File: config.mk
export PLATFORM = sky130hd
export DESIGN_NAME = line_centroid_pid
export DESIGN_NICKNAME = d
export VERILOG_FILES = /design/src/sv/lcp_pkg.sv /design/src/sv/line_centroid_pid.sv /design/src/sv/lcp_dpath.sv /design/src/sv/lcp_ctrl.sv
export SDC_FILE = /design/constraint.sdc
export NUM_CORES = 1
export LEC_CHECK = 0
export CAP_MARGIN = 0
export CORE_AREA = 2 2 259 210
export CTS_BUF_LIST = sky130_fd_sc_hd__clkbuf_4 sky130_fd_sc_hd__clkbuf_8
export DETAILED_ROUTE_END_ITERATION = 7
export DIE_AREA = 0 0 261 212
export DONT_BUFFER_PORTS = 1
export PLACE_DENSITY = 0.76
export SETUP_SLACK_MARGIN = 0.4
export SLEW_MARGIN = 20
export SYNTH_ARGS = -nofsm -noshare
export SYNTH_HDL_FRONTEND = slang
export SYNTH_HIERARCHICAL = 1
export SYNTH_SLANG_ARGS = --single-unit
File: constraint.sdc
create_clock -name clk -period 8.3 [get_ports clk]
set_input_delay 0.83 -clock clk [delete_from_list [all_inputs] [get_ports clk]]
set_output_delay 0.83 -clock clk [all_outputs]
set_load 0.1 [all_outputs]
File: src/sv/lcp_pkg.sv
`default_nettype none

package lcp_pkg;

  // fixed field widths
  localparam int THR_W       = 12;
  localparam int GAIN_W      = 16;
  localparam int ERR_W       = 13;
  localparam int DERIV_W     = 14;
  localparam int INTEG_W     = 16;
  localparam int ADJ_W       = 34;
  localparam int PROD_W      = 33;
  localparam int CMP_W       = 16;
  localparam int CFG_IDX_W   = 8;
  localparam int CFG_DATA_W  = 16;
  localparam int OUT_PAD_W   = 1;
  localparam int OUT_TDATA_W = ADJ_W + ERR_W + OUT_PAD_W;

  // arithmetic constants
  localparam int WEIGHT_STEP = 1000;
  localparam int LINE_GOAL   = 5000;

  localparam logic [THR_W-1:0] THR_RESET = 12'd2048;

  // configuration register map
  typedef enum logic [CFG_IDX_W-1:0] {
    REG_THRESHOLD = 8'd0,
    REG_GAIN_P    = 8'd1,
    REG_GAIN_I    = 8'd2,
    REG_GAIN_D    = 8'd3
  } cfg_reg_t;

  // multiply sequence: three products, then a final accumulate
  typedef enum logic [1:0] {
    TERM_P   = 2'd0,
    TERM_D   = 2'd1,
    TERM_I   = 2'd2,
    TERM_ACC = 2'd3
  } mul_term_t;

  typedef enum logic [2:0] {
    S_IDLE,
    S_SCAN,
    S_CHECK,
    S_DIV,
    S_UPDATE,
    S_MUL,
    S_FIN
  } lcp_state_t;

  typedef struct packed {
    logic      load;
    logic      scan;
    logic      div_init;
    logic      div_step;
    logic      update;
    logic      mul;
    mul_term_t term;
    logic      fin;
  } lcp_cmd_t;

  typedef struct packed {
    logic count_zero;
    logic out_full;
  } lcp_stat_t;

endpackage

`default_nettype wire

File: src/sv/line_centroid_pid.sv
// one scan at a time: a beat is taken in idle, then the scan, the restoring divide, the
//   error update and the multiply steps run and the result is registered; with no sensor
//   on the line it goes from the scan straight to the result. It uses a one-sensor-per-cycle
//   scan, a one-bit-per-cycle restoring divider and one multiplier shared by three products
// reset: synchronous; threshold returns to 2048, gains, integral and previous error to zero
`default_nettype none

module line_centroid_pid #(
  parameter int NUM_SENSORS = 9,
  parameter int SAMPLE_BITS = 12
) (
  input  wire                                   clk,
  input  wire                                   rst,
  // sample_0 .. sample_N-1, SAMPLE_BITS each, zero pad to bytes
  input  wire [((NUM_SENSORS*SAMPLE_BITS+7)/8)*8-1:0] s_axis_tdata,
  input  wire                                   s_axis_tvalid,
  output logic                                  s_axis_tready,
  // drive_adjust [33:0], position_error [46:34], one zero bit
  output logic [lcp_pkg::OUT_TDATA_W-1:0]       m_axis_tdata,
  // no_line
  output logic                                  m_axis_tuser,
  output logic                                  m_axis_tvalid,
  input  wire                                   m_axis_tready,
  input  wire                                   cfg_valid,
  output logic                                  cfg_ready,
  input  wire [lcp_pkg::CFG_IDX_W-1:0]          cfg_index,
  input  wire [lcp_pkg::CFG_DATA_W-1:0]         cfg_data
);
  import lcp_pkg::*;

  localparam int IN_TW = ((NUM_SENSORS * SAMPLE_BITS + 7) / 8) * 8;
  localparam int SUM_W = $clog2(WEIGHT_STEP * NUM_SENSORS * (NUM_SENSORS + 1) / 2 + 1);
  localparam int CNT_W = $clog2(NUM_SENSORS + 1);

  lcp_cmd_t  cmd;
  lcp_stat_t stat;

  assign cfg_ready = 1'b1;

  lcp_ctrl #(
    .NUM_SENSORS(NUM_SENSORS),
    .DIV_STEPS  (SUM_W)
  ) u_ctrl (
    .clk      (clk),
    .rst      (rst),
    .in_valid (s_axis_tvalid),
    .in_ready (s_axis_tready),
    .out_ready(m_axis_tready),
    .stat     (stat),
    .cmd      (cmd)
  );

  lcp_dpath #(
    .NUM_SENSORS(NUM_SENSORS),
    .SAMPLE_BITS(SAMPLE_BITS),
    .IN_TW      (IN_TW),
    .SUM_W      (SUM_W),
    .CNT_W      (CNT_W)
  ) u_dpath (
    .clk      (clk),
    .rst      (rst),
    .cfg_valid(cfg_valid),
    .cfg_index(cfg_index),
    .cfg_data (cfg_data),
    .in_data  (s_axis_tdata),
    .cmd      (cmd),
    .stat     (stat),
    .out_ready(m_axis_tready),
    .out_valid(m_axis_tvalid),
    .out_data (m_axis_tdata),
    .out_user (m_axis_tuser)
  );

endmodule

`default_nettype wire

File: src/sv/lcp_dpath.sv
`default_nettype none

module lcp_dpath #(
  parameter int NUM_SENSORS = 9,
  parameter int SAMPLE_BITS = 12,
  parameter int IN_TW       = 112,
  parameter int SUM_W       = 16,
  parameter int CNT_W       = 4
) (
  input  wire                               clk,
  input  wire                               rst,
  input  wire                               cfg_valid,
  input  wire [lcp_pkg::CFG_IDX_W-1:0]      cfg_index,
  input  wire [lcp_pkg::CFG_DATA_W-1:0]     cfg_data,
  input  wire [IN_TW-1:0]                   in_data,
  input  wire lcp_pkg::lcp_cmd_t            cmd,
  output lcp_pkg::lcp_stat_t                stat,
  input  wire                               out_ready,
  output logic                              out_valid,
  output logic [lcp_pkg::OUT_TDATA_W-1:0]   out_data,
  output logic                              out_user
);
  import lcp_pkg::*;

  localparam int IN_W = NUM_SENSORS * SAMPLE_BITS;

  // configuration registers
  logic [THR_W-1:0]  thr;
  logic [GAIN_W-1:0] gain_p;
  logic [GAIN_W-1:0] gain_i;
  logic [GAIN_W-1:0] gain_d;

  // scan and divide
  logic [IN_W-1:0]  shreg;
  logic [SUM_W-1:0] weight;
  logic [SUM_W-1:0] sum;
  logic [CNT_W-1:0] count;
  logic [CNT_W-1:0] rem;
  logic [SUM_W-1:0] quo;

  // control state and products
  logic [ERR_W-1:0]          err;
  logic [ERR_W-1:0]          prev_err;
  logic [INTEG_W-1:0]        integ;
  logic [DERIV_W-1:0]        deriv;
  logic signed [PROD_W-1:0]  prod;
  logic [ADJ_W-1:0]          acc;

  logic                      on_line;
  logic [CNT_W:0]            shifted;
  logic                      q_bit;
  logic [31:0]               diff;
  logic [ERR_W-1:0]          err_new;
  logic [GAIN_W-1:0]         mul_gain;
  logic [INTEG_W-1:0]        mul_op;
  logic signed [PROD_W-1:0]  prod_next;

  // configuration writes
  always_ff @(posedge clk) begin
    if (rst) begin
      thr    <= THR_RESET;
      gain_p <= '0;
      gain_i <= '0;
      gain_d <= '0;
    end else if (cfg_valid) begin
      unique case (cfg_index)
        REG_THRESHOLD: thr    <= cfg_data[THR_W-1:0];
        REG_GAIN_P:    gain_p <= cfg_data[GAIN_W-1:0];
        REG_GAIN_I:    gain_i <= cfg_data[GAIN_W-1:0];
        REG_GAIN_D:    gain_d <= cfg_data[GAIN_W-1:0];
        default: ;
      endcase
    end
  end

  // threshold compare on the sensor at the bottom of the shift line
  assign on_line = CMP_W'(shreg[SAMPLE_BITS-1:0]) >= CMP_W'(thr);

  // one restoring divide step
  assign shifted = {rem, quo[SUM_W-1]};
  assign q_bit   = shifted >= {1'b0, count};

  // position error from the quotient, kept to 13 bits
  assign diff    = 32'(LINE_GOAL) - 32'(quo);
  assign err_new = diff[ERR_W-1:0];

  // shared multiplier operand select
  always_comb begin
    case (cmd.term)
      TERM_P: begin
        mul_gain = gain_p;
        mul_op   = {{(INTEG_W-ERR_W){err[ERR_W-1]}}, err};
      end
      TERM_D: begin
        mul_gain = gain_d;
        mul_op   = {{(INTEG_W-DERIV_W){deriv[DERIV_W-1]}}, deriv};
      end
      TERM_I: begin
        mul_gain = gain_i;
        mul_op   = integ;
      end
      default: begin
        mul_gain = '0;
        mul_op   = '0;
      end
    endcase
  end

  assign prod_next = $signed({1'b0, mul_gain}) * $signed(mul_op);

  // scan, divide and multiply datapath
  always_ff @(posedge clk) begin
    if (cmd.load) begin
      shreg  <= in_data[IN_W-1:0];
      weight <= SUM_W'(WEIGHT_STEP);
      sum    <= '0;
      count  <= '0;
    end
    if (cmd.scan) begin
      shreg  <= shreg >> SAMPLE_BITS;
      weight <= weight + SUM_W'(WEIGHT_STEP);
      if (on_line) begin
        sum   <= sum + weight;
        count <= count + 1'b1;
      end
    end
    if (cmd.div_init) begin
      quo <= sum;
      rem <= '0;
      acc <= '0;
    end
    if (cmd.div_step) begin
      rem <= q_bit ? CNT_W'(shifted - {1'b0, count}) : shifted[CNT_W-1:0];
      quo <= {quo[SUM_W-2:0], q_bit};
    end
    if (cmd.update) begin
      err   <= err_new;
      deriv <= {err_new[ERR_W-1], err_new} - {prev_err[ERR_W-1], prev_err};
    end
    if (cmd.mul) begin
      if (cmd.term != TERM_ACC) begin
        prod <= prod_next;
      end
      if (cmd.term != TERM_P) begin
        acc <= acc + {prod[PROD_W-1], prod};
      end
    end
  end

  // kept loop state
  always_ff @(posedge clk) begin
    if (rst) begin
      prev_err <= '0;
      integ    <= '0;
    end else if (cmd.update) begin
      prev_err <= err_new;
      integ    <= integ + {{(INTEG_W-ERR_W){err_new[ERR_W-1]}}, err_new};
    end
  end

  // output register
  always_ff @(posedge clk) begin
    if (rst) begin
      out_valid <= 1'b0;
    end else if (cmd.fin) begin
      out_valid <= 1'b1;
    end else if (out_ready) begin
      out_valid <= 1'b0;
    end
  end

  always_ff @(posedge clk) begin
    if (cmd.fin) begin
      if (count == '0) begin
        out_data <= '0;
        out_user <= 1'b1;
      end else begin
        out_data <= {{OUT_PAD_W{1'b0}}, err, acc};
        out_user <= 1'b0;
      end
    end
  end

  assign stat.count_zero = count == '0;
  assign stat.out_full   = out_valid;

endmodule

`default_nettype wire

File: src/sv/lcp_ctrl.sv
`default_nettype none

module lcp_ctrl #(
  parameter int NUM_SENSORS = 9,
  parameter int DIV_STEPS   = 16
) (
  input  wire                    clk,
  input  wire                    rst,
  input  wire                    in_valid,
  output logic                   in_ready,
  input  wire                    out_ready,
  input  wire lcp_pkg::lcp_stat_t stat,
  output lcp_pkg::lcp_cmd_t      cmd
);
  import lcp_pkg::*;

  localparam int CTR_MAX = (NUM_SENSORS > DIV_STEPS) ? NUM_SENSORS : DIV_STEPS;
  localparam int CTR_W   = $clog2(CTR_MAX + 1);

  lcp_state_t       state;
  lcp_state_t       state_next;
  logic [CTR_W-1:0] cnt;
  logic             out_free;

  assign out_free = !stat.out_full || out_ready;

  // state and step counter
  always_ff @(posedge clk) begin
    if (rst) begin
      state <= S_IDLE;
      cnt   <= '0;
    end else begin
      state <= state_next;
      cnt   <= (state_next != state) ? '0 : cnt + 1'b1;
    end
  end

  // next state
  always_comb begin
    state_next = state;
    unique case (state)
      S_IDLE:   if (in_valid) state_next = S_SCAN;
      S_SCAN:   if (cnt == CTR_W'(NUM_SENSORS - 1)) state_next = S_CHECK;
      S_CHECK:  state_next = stat.count_zero ? S_FIN : S_DIV;
      S_DIV:    if (cnt == CTR_W'(DIV_STEPS - 1)) state_next = S_UPDATE;
      S_UPDATE: state_next = S_MUL;
      S_MUL:    if (cnt[1:0] == TERM_ACC) state_next = S_FIN;
      S_FIN:    if (out_free) state_next = S_IDLE;
      default:  state_next = S_IDLE;
    endcase
  end

  // commands
  always_comb begin
    in_ready     = 1'b0;
    cmd          = '0;
    cmd.term     = mul_term_t'(cnt[1:0]);
    unique case (state)
      S_IDLE: begin
        in_ready = 1'b1;
        cmd.load = in_valid;
      end
      S_SCAN:   cmd.scan     = 1'b1;
      S_CHECK:  cmd.div_init = 1'b1;
      S_DIV:    cmd.div_step = 1'b1;
      S_UPDATE: cmd.update   = 1'b1;
      S_MUL:    cmd.mul      = 1'b1;
      S_FIN:    cmd.fin      = out_free;
      default: ;
    endcase
  end

endmodule

`default_nettype wire

==> results.json <==
{
  "whs_path_depth": 1,
  "ys_ff_latch": 401,
  "power.density_mw_per_mm2": 160,
  "drive_gt1_share_pct": 11.3,
  "p_int_mw": 3.61,
  "synth_area_leaders": "edfxtp_1, fa_1, dfxtp_1",
  "netlist_area_mm2": 0.0287,
  "die_h_um": 212,
  "die_width_um": 261,
  "hp-class": "primary input to register",
  "maxSlewHeadroom_pct": 24.4,
  "grt_pass1_wl_um": 108000,
  "n_fill_cell": 4420,
  "root_buffer": "clkbuf_8",
  "cts-hold-fix-buffers": 0,
  "switching_share_pct": 27.3,
  "register_area_mm2": 0.0104,
  "via_count": 20400,
  "arrival_ps": 7850,
  "dieArea_mm2": 0.0553,
  "slew_violations": 0,
  "period_share_pct": 90.3,
  "overflow": 0,
  "fmax_ghz": 0.133,
  "final-hold-violation-count": 0,
  "post_drt_wl_per_cell_um": 18.8,
  "yosysMostFrequentCell": "inv_1",
  "grt_pass1_vias": 20700,
  "track_usage_pct": 24.7,
  "final_util_pct": 58.6,
  "synth_common_cells": "inv_1, nor2_1, edfxtp_1",
  "first_iter_violations": 1394,
  "multi_input_area_mm2": 0.0166,
  "pre_cts_ws_ps": 465,
  "antenna_found_initial": 0,
  "cts.sinks": 401,
  "stdcell_area_mm2": 0.0311,
  "start_kind": "register",
  "place_area_mm2": 0.0295,
  "p_switching_mw": 1.36,
  "routed_wl_um": 68000,
  "async_flop_share_pct": 0,
  "h-tree-depth": 3,
  "synthFlopType": "edfxtp_1",
  "hpwl_um": 52200,
  "finalCriticalPeriod_ps": 7500,
  "clock_skew_ps": 66.6,
  "setup_slack_ps": 803,
  "clk_latency_ps": 680,
  "syn_area_per_cell_um2": 10.1,
  "gp_congestion": 0.950,
  "cpPeakStageDelay_ps": 550,
  "path_max_fanout": 13,
  "clk_pin_slew_ps": 70,
  "antenna_left": 0,
  "slowest_stage": "fa_1",
  "synth_largest_area_cell": "edfxtp_1",
  "crit_type": "register to register",
  "finalSetupViolations": 0,
  "synthCells": 2846,
  "nets": 3417,
  "pwr-share-clk_pct": 39.0,
  "tns_ps": 0,
  "totalPowerFinal_mw": 4.97,
  "p_leak_nw": 13.4,
  "drt_pass1_iterations": 5,
  "seq_power_share_pct": 46.2,
  "cts_buffers": 68,
  "grt_max_degree": 94,
  "cts_tree": "built",
  "via_per_inst": 5.64,
  "initial_core_util_pct": 54.0,
  "port_buffers": 0,
  "critPathCaptureType": "register",
  "clk_path_buf_depth": 3,
  "rows": 76,
  "required_ps": 8660,
  "cap_viol_max_count": 0,
  "rsz0062_at_grt": "false",
  "design.core.area_mm2": 0.0531,
  "ys_warn_count": 6,
  "ff2ff_path_depth": 25,
  "synth_cell_types": 81,
  "syn_nets": 3402,
  "remaining_drc_errors": 0,
  "worst_pin_slew_ps": 1130,
  "outcome": "finished, final reports clean",
  "boundaryPins": 193,
  "crit_top_cell": "fa_1",
  "area_growth_pct": 8.38,
  "peakVddDrop_mv": 0.177,
  "ys_seq_area_share_pct": 36.4,
  "synth_top_cell_area_share_pct": 25.1,
  "synth_edf_count": 240,
  "combinationalPowerShare_pct": 14.8
}
-- worst paths after layout --
path              startpoint                 to  slack (ps)
max            u_ctrl/cnt[1]   u_dpath/prod[25]         800
min                      rst  u_dpath/out_valid         260
max reg2reg    u_ctrl/cnt[1]   u_dpath/prod[25]         800
min reg2reg  u_dpath/acc[33]    u_dpath/acc[33]         490
-- sequential cells by signal (all words and copies together), names as in the netlist, 13 cells and up --
register          flops
u_dpath/acc          34
u_dpath/deriv        14
u_dpath/err          13
u_dpath/gain_d       16
u_dpath/gain_i       16
u_dpath/gain_p       16
u_dpath/integ        16
u_dpath/out_data     47
u_dpath/prev_err     13
u_dpath/prod         33
u_dpath/quo          16
u_dpath/shreg       108
u_dpath/sum          16
u_dpath/weight       13
-- kinds of logic after synthesis --
family                   Yosys count  synth area share [%]
adder cells (fa/ha/maj)          415                  23.3
AND/OR/NAND/NOR                  804                  12.6
flip-flops                       401                  36.4
multiplexers                     245                  9.06
XOR/XNOR                         109                  3.33
other                              2                0.0262
AO/OA/AOI/OAI                    427                  9.29
buffers and inverters            443                  5.97
-- final cells by class --
type	instances	share of cell area [%]
Antenna cell	1	0.00805
Clock inverter	23	0.809
Timing Repair Buffer	54	1.35
Sequential cell	401	33.6
Clock buffer	102	4.01
Inverter	334	4.03
Tap cell	702	2.83
Multi-Input combinational cell	2002	53.4
-- timing repair --
action / 4_1_cts / 5_1_grt
endpoints found under the setup margin: 1 / 4
gates cloned: 0 / 0
gates resized for setup: 1 / 8
buffers inserted: 0 / 1
-- layer usage --
layer | up-vias | part of all wire, % | track usage, %
met5 | - | 0 | 0
met4 | 0 | 3.1 | 8.56
met2 | 707 | 47 | 40.6
li1 | 9658 | - | -
met1 | 9929 | 43 | 32.3
met3 | 130 | 7.1 | 5.40
-- critical path, delay by kind of cell, from the launching register on --
kind	cells	cell delay (ps)
compound gates	9	2230
xor+xnor	1	110
fa+ha+maj	7	3340
buf+inv	5	690
flops	1	510
simple gates	3	290
-- cells in the final DEF (no fill, tap or decap), types with 15 or more instances in the layout --
| cell | n |
|---|---|
| o21ai_1 | 15 |
| nand3_1 | 60 |
| nand2_1 | 224 |
| o21ai_0 | 114 |
| o21a_1 | 32 |
| dfxtp_1 | 159 |
| and2_1 | 20 |
| fa_1 | 199 |
| edfxtp_1 | 240 |
| mux2_2 | 115 |
| buf_4 | 51 |
| xnor2_1 | 74 |
| nor2_1 | 317 |
| a31oi_1 | 17 |
| nor2b_1 | 74 |
| mux2i_1 | 130 |
| nor3_1 | 18 |
| a21oi_1 | 109 |
| a21o_1 | 36 |
| nand2b_1 | 17 |
| clkbuf_4 | 25 |
| a211oi_1 | 18 |
| clkbuf_8 | 77 |
| xor2_1 | 35 |
| and3_1 | 17 |
| ha_1 | 216 |
| inv_1 | 332 |
-- metrics by stage --
stage | hold WS (ps) | instances
after floorplan | 423 | 2846
final | 263 | 3619
after detailed placement | 478 | 3491
after global routing | 228 | 3618
after global placement | 436 | 3491
after CTS | 201 | 3616
-- power groups by stage --
stage | clock network (mW) | logic (mW) | registers [mW]
6_report | 1.94 | 0.733 | 2.30
3_3_place_gp | 0 | 0.687 | 2.33
3_5_place_dp | 0 | 0.717 | 2.34
5_1_grt | 2.08 | 0.817 | 2.31
4_1_cts | 1.99 | 0.722 | 2.30
2_1_floorplan | 0 | 0.559 | 2.31
(Power assumes the default switching activity.)
